[config.mk]
export PLATFORM = sky130hd
export DESIGN_NAME = encoder_frame_angle_reader_unit
export DESIGN_NICKNAME = d
export VERILOG_FILES = /design/src/rtl/efar_pkg.sv /design/src/rtl/encoder_frame_angle_reader_unit.sv /design/src/rtl/efar_front.sv /design/src/rtl/efar_queue.sv /design/src/rtl/efar_cdiv.sv /design/src/rtl/efar_back.sv
export SDC_FILE = /design/constraint.sdc
export NUM_CORES = 2
export LEC_CHECK = 0
export BUFFER_PORTS_ARGS = -buffer_cell sky130_fd_sc_hd__buf_4
export CAP_MARGIN = 20
export CORE_UTILIZATION = 50
export CTS_CLUSTER_DIAMETER = 120
export DETAILED_ROUTE_END_ITERATION = 6
export PLACE_DENSITY_LB_ADDON = 0.08
export SLEW_MARGIN = 20
export SYNTH_ARGS = -nofsm -noshare
export SYNTH_HDL_FRONTEND = slang
export SYNTH_SLANG_ARGS = --single-unit
[constraint.sdc]
create_clock -name i_clk -period 70.3 [get_ports i_clk]
set_clock_uncertainty 0.1 [all_clocks]
set_input_delay 14.06 -clock i_clk [delete_from_list [all_inputs] [get_ports i_clk]]
set_output_delay 14.06 -clock i_clk [all_outputs]
set_load 0.005 [all_outputs]
[src/rtl/efar_pkg.sv]
package efar_pkg;

    localparam int COUNTS_PER_REV      = 4000;
    localparam int FRAME_PAYLOAD_BYTES = 8;

    localparam logic [7:0] SYNC_BYTE = 8'hFF;

    localparam int POS_W  = 4;
    localparam int BIDX_W = $clog2(FRAME_PAYLOAD_BYTES);

    localparam int REM_W = $clog2(COUNTS_PER_REV);
    localparam int MAG_W = $clog2(6 * COUNTS_PER_REV + 1);

    localparam int ANG_X_W = 34;
    localparam longint unsigned BIAS_L =
        (((64'd1 << 32) + COUNTS_PER_REV - 1) / COUNTS_PER_REV) * COUNTS_PER_REV;
    localparam logic [ANG_X_W-1:0] ANG_BIAS = ANG_X_W'(BIAS_L);

    localparam int K_W = 35;
    localparam logic [K_W-1:0] TWO_PI_Q32 = 35'd26986075409;
    localparam int PROD_W    = MAG_W + K_W;
    localparam int NUM_W     = PROD_W + 2;
    localparam int RND_SHIFT = 21;
    localparam logic [NUM_W-1:0] RND_ADD = NUM_W'(COUNTS_PER_REV) << (RND_SHIFT - 1);

    localparam int DIV_NEED   = (ANG_X_W > NUM_W - RND_SHIFT) ? ANG_X_W : NUM_W - RND_SHIFT;
    localparam int DIV_STEPS  = 8;
    localparam int DIV_STAGES = (DIV_NEED + DIV_STEPS - 1) / DIV_STEPS;
    localparam int DIV_W      = DIV_STAGES * DIV_STEPS;

    localparam logic [REM_W:0] CPR_V = (REM_W + 1)'(COUNTS_PER_REV);

    localparam logic [31:0] VEL_LIMIT   = 32'(6 * COUNTS_PER_REV);
    localparam logic [18:0] VEL_SAT_Q12 = 19'd154416;

    localparam int QUEUE_DEPTH = 2;
    localparam int QPTR_W      = $clog2(QUEUE_DEPTH);
    localparam int QCNT_W      = $clog2(QUEUE_DEPTH + 1);

    typedef struct packed {
        logic [31:0] angle;
        logic [31:0] vel;
    } t_frame;

endpackage

[src/rtl/encoder_frame_angle_reader_unit.sv]
// Encoder frame reader: takes one serial byte per cycle, drops bytes until a
// 0xFF sync byte, then gathers the next 8 bytes as two little-endian signed
// words (angle, velocity) and emits one result per frame: the angle less the
// configured offset, wrapped to one revolution (0..3999) and about the bottom
// (-2000..1999), the angle in Q3.12 radians, the raw velocity, and the velocity
// in Q7.12 radians per second saturated at 12 pi with a clip flag. Sync values
// inside a frame are data. After the last byte of a frame is taken, the frame
// passes through a two-entry queue, then runs a 14-stage pipeline (three
// 5-stage divide-by-4000 units in two rounds, with the multiplies between
// them), and sits in an output register. Bytes are taken every cycle while
// the queue has room; the math pipeline takes a new frame every cycle unless
// the output is stalled, so the frame length of 9 bytes sets the result rate.
// Write the offset only while no frame is in flight.
module encoder_frame_angle_reader_unit (
    input  logic               i_clk,
    input  logic               i_rst_n,
    input  logic               i_cfg_we,
    input  logic [31:0]        i_cfg_wdata,
    input  logic               i_rx_valid,
    output logic               o_rx_ready,
    input  logic [7:0]         i_rx_byte,
    output logic               o_res_valid,
    input  logic               i_res_ready,
    output logic signed [11:0] o_angle_counts,
    output logic [11:0]        o_angle_from_bottom,
    output logic signed [14:0] o_angle_rad_q,
    output logic signed [31:0] o_velocity_counts,
    output logic signed [18:0] o_velocity_rad_q,
    output logic               o_velocity_clipped
);
    import efar_pkg::*;

    logic   push;
    logic   q_full;
    logic   q_valid;
    logic   pop;
    t_frame push_frame;
    t_frame q_frame;

    efar_front u_front (
        .i_clk      (i_clk),
        .i_rst_n    (i_rst_n),
        .i_rx_valid (i_rx_valid),
        .i_rx_byte  (i_rx_byte),
        .o_rx_ready (o_rx_ready),
        .i_q_full   (q_full),
        .o_push     (push),
        .o_frame    (push_frame)
    );

    efar_queue u_queue (
        .i_clk   (i_clk),
        .i_rst_n (i_rst_n),
        .i_push  (push),
        .i_data  (push_frame),
        .o_full  (q_full),
        .o_valid (q_valid),
        .o_data  (q_frame),
        .i_pop   (pop)
    );

    efar_back u_back (
        .i_clk               (i_clk),
        .i_rst_n             (i_rst_n),
        .i_cfg_we            (i_cfg_we),
        .i_cfg_wdata         (i_cfg_wdata),
        .i_q_valid           (q_valid),
        .i_frame             (q_frame),
        .o_pop               (pop),
        .i_res_ready         (i_res_ready),
        .o_res_valid         (o_res_valid),
        .o_angle_counts      (o_angle_counts),
        .o_angle_from_bottom (o_angle_from_bottom),
        .o_angle_rad_q       (o_angle_rad_q),
        .o_velocity_counts   (o_velocity_counts),
        .o_velocity_rad_q    (o_velocity_rad_q),
        .o_velocity_clipped  (o_velocity_clipped)
    );

endmodule

[src/rtl/efar_front.sv]
module efar_front (
    input  logic             i_clk,
    input  logic             i_rst_n,
    input  logic             i_rx_valid,
    input  logic [7:0]       i_rx_byte,
    output logic             o_rx_ready,
    input  logic             i_q_full,
    output logic             o_push,
    output efar_pkg::t_frame o_frame
);
    import efar_pkg::*;

    localparam logic [POS_W-1:0] POS_HUNT = '0;
    localparam logic [POS_W-1:0] POS_LAST = POS_W'(FRAME_PAYLOAD_BYTES);

    logic [POS_W-1:0]                     r_pos;
    logic [POS_W-1:0]                     n_pos;
    logic [8*(FRAME_PAYLOAD_BYTES-1)-1:0] r_bytes;
    logic                                 accept;
    logic                                 hunting;
    logic [BIDX_W-1:0]                    bidx;

    assign hunting    = (r_pos == POS_HUNT) || (r_pos > POS_LAST);
    assign o_rx_ready = !((r_pos == POS_LAST) && i_q_full);
    assign accept     = i_rx_valid && o_rx_ready;
    assign bidx       = BIDX_W'(r_pos - 1'b1);
    assign o_push     = accept && (r_pos == POS_LAST);

    assign o_frame.angle = r_bytes[31:0];
    assign o_frame.vel   = {i_rx_byte, r_bytes[55:32]};

    always_comb begin
        n_pos = r_pos;
        if (accept) begin
            if (hunting) begin
                n_pos = (i_rx_byte == SYNC_BYTE) ? POS_W'(1) : POS_HUNT;
            end else if (r_pos == POS_LAST) begin
                n_pos = POS_HUNT;
            end else begin
                n_pos = r_pos + 1'b1;
            end
        end
    end

    always_ff @(posedge i_clk) begin
        if (!i_rst_n) begin
            r_pos <= POS_HUNT;
        end else begin
            r_pos <= n_pos;
        end
    end

    always_ff @(posedge i_clk) begin
        if (accept && !hunting && (r_pos != POS_LAST)) begin
            r_bytes[8*bidx +: 8] <= i_rx_byte;
        end
    end

endmodule

[src/rtl/efar_queue.sv]
module efar_queue (
    input  logic             i_clk,
    input  logic             i_rst_n,
    input  logic             i_push,
    input  efar_pkg::t_frame i_data,
    output logic             o_full,
    output logic             o_valid,
    output efar_pkg::t_frame o_data,
    input  logic             i_pop
);
    import efar_pkg::*;

    t_frame            r_mem [QUEUE_DEPTH];
    logic [QPTR_W-1:0] r_wp;
    logic [QPTR_W-1:0] r_rp;
    logic [QCNT_W-1:0] r_cnt;

    assign o_full  = (r_cnt == QCNT_W'(QUEUE_DEPTH));
    assign o_valid = (r_cnt != '0);
    assign o_data  = r_mem[r_rp];

    always_ff @(posedge i_clk) begin
        if (!i_rst_n) begin
            r_wp  <= '0;
            r_rp  <= '0;
            r_cnt <= '0;
        end else begin
            if (i_push) begin
                r_wp <= (r_wp == QPTR_W'(QUEUE_DEPTH - 1)) ? '0 : r_wp + 1'b1;
            end
            if (i_pop) begin
                r_rp <= (r_rp == QPTR_W'(QUEUE_DEPTH - 1)) ? '0 : r_rp + 1'b1;
            end
            r_cnt <= r_cnt + QCNT_W'(i_push) - QCNT_W'(i_pop);
        end
    end

    always_ff @(posedge i_clk) begin
        if (i_push) begin
            r_mem[r_wp] <= i_data;
        end
    end

endmodule

[src/rtl/efar_cdiv.sv]
module efar_cdiv (
    input  logic                       i_clk,
    input  logic                       i_en,
    input  logic [efar_pkg::DIV_W-1:0] i_num,
    output logic [efar_pkg::DIV_W-1:0] o_quo,
    output logic [efar_pkg::REM_W-1:0] o_rem
);
    import efar_pkg::*;

    typedef struct packed {
        logic [REM_W-1:0] rem;
        logic [DIV_W-1:0] work;
    } t_div;

    t_div r_st [DIV_STAGES];
    t_div n_st [DIV_STAGES];

    function automatic t_div div_steps(t_div s);
        t_div           t;
        logic [REM_W:0] r2;
        t = s;
        for (int k = 0; k < DIV_STEPS; k++) begin
            r2 = {t.rem, t.work[DIV_W-1]};
            if (r2 >= CPR_V) begin
                t.rem  = REM_W'(r2 - CPR_V);
                t.work = {t.work[DIV_W-2:0], 1'b1};
            end else begin
                t.rem  = r2[REM_W-1:0];
                t.work = {t.work[DIV_W-2:0], 1'b0};
            end
        end
        return t;
    endfunction

    always_comb begin
        n_st[0] = div_steps({{REM_W{1'b0}}, i_num});
        for (int s = 1; s < DIV_STAGES; s++) begin
            n_st[s] = div_steps(r_st[s-1]);
        end
    end

    always_ff @(posedge i_clk) begin
        if (i_en) begin
            for (int s = 0; s < DIV_STAGES; s++) begin
                r_st[s] <= n_st[s];
            end
        end
    end

    assign o_quo = r_st[DIV_STAGES-1].work;
    assign o_rem = r_st[DIV_STAGES-1].rem;

endmodule

[src/rtl/efar_back.sv]
module efar_back (
    input  logic               i_clk,
    input  logic               i_rst_n,
    input  logic               i_cfg_we,
    input  logic [31:0]        i_cfg_wdata,
    input  logic               i_q_valid,
    input  efar_pkg::t_frame   i_frame,
    output logic               o_pop,
    input  logic               i_res_ready,
    output logic               o_res_valid,
    output logic signed [11:0] o_angle_counts,
    output logic [11:0]        o_angle_from_bottom,
    output logic signed [14:0] o_angle_rad_q,
    output logic signed [31:0] o_velocity_counts,
    output logic signed [18:0] o_velocity_rad_q,
    output logic               o_velocity_clipped
);
    import efar_pkg::*;

    localparam int NSTG = 2 * DIV_STAGES + 4;
    localparam logic [REM_W-1:0] HALF_UP =
        REM_W'(COUNTS_PER_REV - COUNTS_PER_REV / 2);

    typedef struct packed {
        logic [31:0]      vraw;
        logic [MAG_W-1:0] vmag;
        logic             vneg;
        logic             vclip;
    } t_vside;

    typedef struct packed {
        logic [REM_W-1:0] bottom;
        logic [REM_W:0]   sang;
        logic             aneg;
        logic [31:0]      vraw;
        logic             vneg;
        logic             vclip;
    } t_side;

    logic                en;
    logic [NSTG-1:0]     r_vld;
    logic [ANG_X_W-1:0]  r_off_adj;

    logic [31:0]         vmag_full;
    t_vside              n_e_v;
    logic [ANG_X_W-1:0]  r_e_x;
    t_vside              r_e_v;
    t_vside              r_dv [DIV_STAGES];

    logic [REM_W-1:0]    a_rem;
    logic                lt;
    t_side               n_g_side;
    t_side               r_g_side;
    logic [MAG_W-1:0]    r_g_amag;
    logic [MAG_W-1:0]    r_g_vmag;

    logic [PROD_W-1:0]   r_p_aprod;
    logic [PROD_W-1:0]   r_p_vprod;
    t_side               r_p_side;

    logic [NUM_W-1:0]    n_asum;
    logic [NUM_W-1:0]    n_vsum;
    logic [DIV_W-1:0]    r_n_anum;
    logic [DIV_W-1:0]    r_n_vnum;
    t_side               r_n_side;

    logic [DIV_W-1:0]    aq;
    logic [DIV_W-1:0]    vq;
    t_side               r_dr [DIV_STAGES];
    t_side               fin;

    logic                r_out_valid;

    assign en    = !r_out_valid || i_res_ready;
    assign o_pop = i_q_valid && en;

    always_ff @(posedge i_clk) begin
        if (!i_rst_n) begin
            r_off_adj <= ANG_BIAS;
        end else if (i_cfg_we) begin
            r_off_adj <= ANG_BIAS - {{(ANG_X_W-32){i_cfg_wdata[31]}}, i_cfg_wdata};
        end
    end

    always_ff @(posedge i_clk) begin
        if (!i_rst_n) begin
            r_vld       <= '0;
            r_out_valid <= 1'b0;
        end else if (en) begin
            r_vld       <= {r_vld[NSTG-2:0], o_pop};
            r_out_valid <= r_vld[NSTG-1];
        end
    end

    // entry: bias the angle, take the velocity magnitude
    always_comb begin
        vmag_full   = i_frame.vel[31] ? (~i_frame.vel + 32'd1) : i_frame.vel;
        n_e_v.vraw  = i_frame.vel;
        n_e_v.vmag  = MAG_W'(vmag_full);
        n_e_v.vneg  = i_frame.vel[31];
        n_e_v.vclip = vmag_full > VEL_LIMIT;
    end

    always_ff @(posedge i_clk) begin
        if (en) begin
            r_e_x <= {{(ANG_X_W-32){i_frame.angle[31]}}, i_frame.angle} + r_off_adj;
            r_e_v <= n_e_v;
            r_dv[0] <= r_e_v;
            for (int s = 1; s < DIV_STAGES; s++) begin
                r_dv[s] <= r_dv[s-1];
            end
        end
    end

    efar_cdiv u_div_ang (
        .i_clk (i_clk),
        .i_en  (en),
        .i_num (DIV_W'(r_e_x)),
        .o_quo (),
        .o_rem (a_rem)
    );

    // fold the wrapped angle about the bottom
    always_comb begin
        lt               = a_rem < HALF_UP;
        n_g_side.bottom  = a_rem;
        n_g_side.sang    = lt ? {1'b0, a_rem} : {1'b0, a_rem} - CPR_V;
        n_g_side.aneg    = !lt;
        n_g_side.vraw    = r_dv[DIV_STAGES-1].vraw;
        n_g_side.vneg    = r_dv[DIV_STAGES-1].vneg;
        n_g_side.vclip   = r_dv[DIV_STAGES-1].vclip;
    end

    always_ff @(posedge i_clk) begin
        if (en) begin
            r_g_side <= n_g_side;
            r_g_amag <= lt ? MAG_W'(a_rem) : MAG_W'(CPR_V - {1'b0, a_rem});
            r_g_vmag <= r_dv[DIV_STAGES-1].vmag;
        end
    end

    always_ff @(posedge i_clk) begin
        if (en) begin
            r_p_aprod <= r_g_amag * TWO_PI_Q32;
            r_p_vprod <= r_g_vmag * TWO_PI_Q32;
            r_p_side  <= r_g_side;
        end
    end

    assign n_asum = NUM_W'({r_p_aprod, 1'b0}) + RND_ADD;
    assign n_vsum = NUM_W'({r_p_vprod, 1'b0}) + RND_ADD;

    always_ff @(posedge i_clk) begin
        if (en) begin
            r_n_anum <= DIV_W'(n_asum[NUM_W-1:RND_SHIFT]);
            r_n_vnum <= DIV_W'(n_vsum[NUM_W-1:RND_SHIFT]);
            r_n_side <= r_p_side;
            r_dr[0]  <= r_n_side;
            for (int s = 1; s < DIV_STAGES; s++) begin
                r_dr[s] <= r_dr[s-1];
            end
        end
    end

    efar_cdiv u_div_arad (
        .i_clk (i_clk),
        .i_en  (en),
        .i_num (r_n_anum),
        .o_quo (aq),
        .o_rem ()
    );

    efar_cdiv u_div_vrad (
        .i_clk (i_clk),
        .i_en  (en),
        .i_num (r_n_vnum),
        .o_quo (vq),
        .o_rem ()
    );

    assign fin = r_dr[DIV_STAGES-1];

    always_ff @(posedge i_clk) begin
        if (en && r_vld[NSTG-1]) begin
            o_angle_counts      <= 12'($signed(fin.sang));
            o_angle_from_bottom <= 12'(fin.bottom);
            o_angle_rad_q       <= fin.aneg ? 15'(-aq) : 15'(aq);
            o_velocity_counts   <= fin.vraw;
            o_velocity_clipped  <= fin.vclip;
            if (fin.vclip) begin
                o_velocity_rad_q <= fin.vneg ? 19'(-VEL_SAT_Q12) : VEL_SAT_Q12;
            end else begin
                o_velocity_rad_q <= fin.vneg ? 19'(-vq) : 19'(vq);
            end
        end
    end

    assign o_res_valid = r_out_valid;

endmodule

# Yosys cells after proc, flatten, opt, wreduce, memory -nomap -nowiden
# Memory sizes are Yosys's and may differ from the RTL's. A register that Yosys moved wholly into a read port is not among the register bits.
# Index checks and enable logic that the tools add are counted.
[totals] ramBits=1453 output_inout_bits=93 reg_bits=608 n_memories=6 wordCells=403 in_bits=45
[memory_table] name="u_back.r_dr" depth=5 width=60 read_ports=5 rd_ports_with_merged_regs=0 wr=5 line="efar_back.sv:69" source="t_side r_dr [DIV_STAGES];"
[memory_table] name="u_back.u_div_ang.r_st" depth=5 width=52 read_ports=5 rd_ports_with_merged_regs=0 wr=5 line="efar_cdiv.sv:15" source="t_div r_st [DIV_STAGES];"
[memory_table] name="u_back.u_div_arad.r_st" depth=5 width=52 read_ports=5 rd_ports_with_merged_regs=0 wr=5 line="efar_cdiv.sv:15"
[memory_table] name="u_back.u_div_vrad.r_st" depth=5 width=52 read_ports=5 rd_ports_with_merged_regs=0 wr=5 line="efar_cdiv.sv:15"
[memory_table] name="u_back.r_dv" depth=5 width=49 read_ports=5 rd_ports_with_merged_regs=1 wr=5 line="efar_back.sv:48" source="t_vside r_dv [DIV_STAGES];"
[memory_table] name="u_queue.r_mem" depth=2 width=64 read_ports=1 rd_ports_with_merged_regs=1 wr=1 line="efar_queue.sv:13" source="t_frame r_mem [QUEUE_DEPTH];"
[classes] bitwise=1 eq_ne=4 mux=117 add_sub_neg=114 n_mul=2 n_shift=2 n_reduce_logical=15 magnitude_cmp=101
[op_table] operator="52-bit two-way mux" n=98
[op_table] operator="13-bit by 12-bit >= comparator with 1-bit output (second input constant)" n=97
[op_table] operator="12-bit subtractor (second input constant)" n=97
[op_table] operator="51-bit by 32-bit adder with 52-bit output (second input constant)" n=2
[op_table] operator="15-bit by 35-bit multiplier with 50-bit output (second input constant)" n=2
[op_table] operator="19-bit two-way mux" n=3
[op_table] operator="56-bit bitwise mux" n=1
[op_table] operator="8-bit by 34-bit variable shift with 56-bit output (first input constant)" n=1
[op_table] operator="8-bit by 34-bit indexed part select with 56-bit output" n=1
[op_table] operator="34-bit adder" n=1
[op_table] operator="6-bit negator with 34-bit output" n=1
[op_table] operator="33-bit by 34-bit subtractor with 34-bit output (first input constant)" n=1
[op_table] operator="32-bit by 1-bit adder with 32-bit output (second input constant)" n=1
[op_table] operator="32-bit by 15-bit > comparator with 1-bit output (second input constant)" n=1
[op_table] operator="32-bit two-way mux" n=1
[op_table] operator="32-bit NOT" n=1
[op_table] operator="12-bit two-way mux" n=2
[op_table] operator="19-bit negator" n=1
[op_table] operator="15-bit two-way mux" n=1
[op_table] operator="15-bit negator" n=1
[op_table] operator="12-bit by 12-bit subtractor with 13-bit output (first input constant)" n=1
[op_table] operator="12-bit by 12-bit subtractor with 13-bit output (second input constant)" n=1
[op_table] operator="1-bit by 12-bit >= comparator with 1-bit output (second input constant)" n=1
[op_table] operator="12-bit by 11-bit less-than comparator with 1-bit output (second input constant)" n=1
[op_table] operator="other kinds (18)" n=38

# Depth between registers and ports, before layout
# An unclocked memory read counts as a cell.
[logic_depth] ltp_word=17 depth_mapped=43 mapped_depth_nobuf=39

# Cells and area by module
# Synthesis repeated with hierarchy kept, for this count alone.
[hier_totals] hier_cells=8295 area_unflattened_um2=101929.0
[modules_own_cells] mod="efar_back" cells_per_inst=3369 seq_area_each_um2=30209.0 area_per_inst_um2=49975.4 instances=1
[modules_own_cells] mod="efar_cdiv" cells_per_inst=1508 seq_area_each_um2=6125.9 area_per_inst_um2=14740.4 instances=3
[modules_own_cells] mod="efar_queue" cells_per_inst=220 seq_area_each_um2=3943.8 area_per_inst_um2=5148.7 instances=1
[modules_own_cells] mod="efar_front" cells_per_inst=182 seq_area_each_um2=1761.7 area_per_inst_um2=2583.7 instances=1

# Least setup slack after synthesis
# Ideal clock, no wire load.
[synth_path] path_type="input port to flip-flop" startpoint="input port i_res_ready" endpoint="register u_back.o_angle_counts[10] (enable)" t_arrival_ns=53.487 slack_ns=16.259 setup_time_ns=0.454 path_stages=5 required_time_ns=69.746 path_buffers=2 path_cell_list="nor2b_1 -> clkbuf_1 -> inv_1 -> clkbuf_1 -> and2_1"
[synth_between] elab_chain_len=2
[synth_lines] item="start, declared" line="encoder_frame_angle_reader_unit.sv:23" source="input logic i_res_ready,"
[synth_lines] item="1-bit logical OR" line="efar_back.sv:74" source="assign en = !r_out_valid || i_res_ready;"
[synth_lines] item="1-bit logical AND" line="efar_back.sv:184" source="if (en && r_vld[NSTG-1]) begin"
[synth_lines] item="end signal, assigned" line="efar_back.sv:185" source="o_angle_counts <= 12'($signed(fin.sang));"
[synth_lines] item="end, declared" line="efar_back.sv:11" source="output logic signed [11:0] o_angle_counts,"
# Every way passes these cells.
# A chain may end at the register's enable or synchronous reset.

# Worst setup path in the final report
[layout_path] startpoint="input port i_res_ready" endpoint="register u_back.r_p_aprod[24] (enable)"
[layout_between] elab_chain_len=1
[layout_lines] item="1-bit logical OR" line="efar_back.sv:74"
[layout_lines] item="end signal, assigned" line="efar_back.sv:144" source="r_p_aprod <= r_g_amag * TWO_PI_Q32;"
[layout_lines] item="end, declared" line="efar_back.sv:57" source="logic [PROD_W-1:0] r_p_aprod;"
# Every way passes these cells.

==> results.toml <==
[route]
num_vias = 46321
routed_wl_mm = 141
first_iter_violations = 2597
final_antenna_net_count = 0
routedWlPerCell_um = 16.4
post-route-drc-count = 0
dr.pass1.iters = 5
detail_route.vias_per_cell = 5.37

[sta]
timing.final.crit_share_pct = 26.5
drv_slew = 0
finalHoldViolCount = 0
min_period_ns = 18.64
fin_setup_tns_ns = 0
rsz0062_at_grt = "no"
max_clock_freq_mhz = 53.6
holdWs_ns = 0.273
max-slew-margin-rel_pct = 31.8
tightest_slew_ns = 1.01
setup_viol = 0

[clocking]
htreeDepth = 4
cts-root-buf = "clkbuf_16"
clk_pin_slew_ns = 0.06
postCtsSetupBuffers = 0
cts_tree = "built"
numCtsBuffers = 163
hold_buffers = 0
clock-sinks = 1606
cts.repair.resized = 0
clk_path_buf_depth = 3
clk_latency_ns = 0.80

[logic_synthesis]
syn-num-nets = 6851
yosysSeqAreaShare_pct = 58.3
synth-seq-cells = 1606
yosysWarnings = 0
async_reset_ff_share_pct = 0
synth_top_area_share_pct = 56.9
avgSynthCellArea_sq_um = 13.4
syn_area_sq_um = 81700
yosys.area.top_type = "edfxtp_1"
synth_area_leaders = "edfxtp_1 57%, fa_1 6.7%, ha_1 6.6%"
synth_edf_count = 1549
synth_cell_types = 140
synth_flop_cell = "edfxtp_1"
syn_inst = 6101

[worst_setup_path]
critPathLaunchType = "primary input"
slowest_delay_ns = 0.85
worstPathCellList = "buf_4 > nor2b_1 > buf_4 > inv_8 > buf_12 > buf_4 > buf_6 > buf_6 > buf_4"
cp-startpoint = "i_res_ready"
worstPathArrival_ns = 18.92
cpMaxStageDelayCell = "buf_4"
reg2reg_from = "u_back.u_div_arad.r_st[0][197]"
cp-end-kind = "flop"
worst-setup-path-type = "in -> reg"
crit_fanout = 173
worstPathRequired_ns = 70.58
crit_top_cell = "buf_4"

[floorplanning]
dieArea_sq_um = 165000
fp.dieH_um = 406
io_pins = 138
fp-row-count = 148
die_w_um = 406
core_sq_um = 163000
start_util_pct = 50.3

[place]
dp_hpwl_mm = 99.2
place.port_buffers = 137
gp_congestion = 0.860

[run_status]
status = "complete, no violations"

[layout]
fillerInstances = 13331
drive_above_1_share_pct = 9.36
regArea_sq_um = 47700
multiInputGateArea_sq_um = 31400
area_delta_synth_final_pct = 10.8
final_nets = 7069

[grt]
grt_max_degree = 197
grt_pass1_wl_mm = 232
grt_antenna_before_repair = 0
grt_usage_pct = 17.3
grt.overflow.total = 0
grt_pass1_vias = 45420

[hold_path]
hold_class = "reg -> reg"
min_from = "u_back.u_div_arad.r_st[0][129]"

[job]
max-cap-violations = 0
-- kinds of logic after synthesis --
| group | count (synthesis) | synth area share, % |
|---|---|---|
| DFF | 1606 | 58.3 |
| and+or+nand+nor | 1483 | 9.33 |
| AOI/OAI and AO/OA | 1033 | 8.92 |
| adders and majority gates | 714 | 13.4 |
| buffers and inverters | 679 | 3.30 |
| xor gates and xnor gates | 401 | 4.35 |
| muxes | 185 | 2.39 |
-- placed cells by master (no fill, tap or decap), types with 21 or more instances in the layout --
cell type and n:
nor3_1 146, o21bai_1 21, or3_1 50, o21ai_0 209
o31a_1 21, a21oi_1 202, and3_1 62, clkinv_2 23
nand4_1 61, ha_1 432, or2_2 27, mux2i_1 107
o31ai_1 47, a31oi_1 44, dfxtp_1 56, nand2_1 300
nor2_1 351, nand3_1 130, a21o_1 50, mux2_2 72
xor2_1 96, clkbuf_1 40, clkbuf_16 164, o21ai_1 21
o21a_1 51, edfxtp_1 1549, xnor2_1 299, fa_1 273
nor2b_1 76, clkinv_1 29, a211oi_1 21, a21boi_0 37
nor4_1 40, nand2b_1 37, inv_1 559, and2_1 73
or4_1 32, o211ai_1 27, buf_4 158
-- final timing paths --
kind                            slack [ns]  cells past startpoint                        endpoint
worst max-delay path                 51.66                      9            u_back.r_p_aprod[24]
worst min-delay path                  0.27                      0  u_back.u_div_arad.r_st[0][189]
worst max register to register       60.09                     35  u_back.u_div_arad.r_st[0][208]
worst min register to register        0.27                      0  u_back.u_div_arad.r_st[0][189]
-- layout make-up --
class | count | share of cell area [%]
inverters | 570 | 2.38
diodes | 1 | 0.00276
flip-flops and latches | 1606 | 52.6
multi-input cells | 3816 | 34.7
clock inverters | 91 | 1.26
well taps | 2175 | 3.00
clock buffers | 205 | 4.71
repair buffers | 162 | 1.38
-- metal layers --
metal / part of all wire (%) / up-vias / track usage (%)
li1: - / 22992 / -
met1: 47 / 22366 / 24.0
met2: 47 / 761 / 28.2
met3: 3.5 / 202 / 2.62
met4: 2.0 / 0 / 5.12
met5: 0 / - / 0
-- flip-flops by register name (all words and copies together) (netlist names), 33 cells and up, named ones only --
signal,flops
u_front.r_bytes,56
u_back.u_div_vrad.r_st,139
u_queue.r_mem,128
u_back.r_off_adj,33
u_back.r_e_x,34
u_back.u_div_arad.r_st,128
u_back.u_div_ang.r_st,128
u_back.r_dv,235
u_back.r_p_side,52
u_back.r_n_side,53
u_back.r_dr,265
u_back.r_e_v,47
u_back.r_g_side,52
-- worst max-delay path, delay by kind of cell --
kind | cells | cell delay, ns
buffers and inverters | 8 | 4.46
and+or+nand+nor | 1 | 0.03
-- stage by stage --
step,setup WS (ns),std cells,cell area [sq um],util [%]
after floorplan,16.26,6101,81700,-
after global placement,50.34,8329,85200,52.4
after detailed placement,50.23,8329,85200,52.4
after CTS,51.08,8625,90600,55.7
after global routing,51.22,8625,90600,55.7
final,51.66,8626,90600,55.7
-- cell usage after synthesis, types with 17 or more instances --
cell and count:
and2_1 75, or2_2 27, inv_1 560, ha_1 432, a21o_1 50, nor2b_1 76, nand3_1 130, o21bai_1 21
nor3_1 147, nor4_1 42, nand2_1 300, dfxtp_1 57, xor2_1 96, o211ai_1 27, nor2_1 351, a21oi_1 202
or4_1 32, o21ai_0 209, o31ai_1 47, o31a_1 21, edfxtp_1 1549, nand2b_1 37, clkbuf_1 64, a211oi_1 21
o21ai_1 21, and3_1 62, fa_1 273, mux2i_1 107, nand4_1 61, o22ai_1 17, o21a_1 51, or3_1 50
xnor2_1 299, a31oi_1 44, a21boi_0 37, mux2_2 72
Power is left out: the tool's default activity adds up to more than one toggle a clock period on the data nets, which glitch-free logic cannot reach.
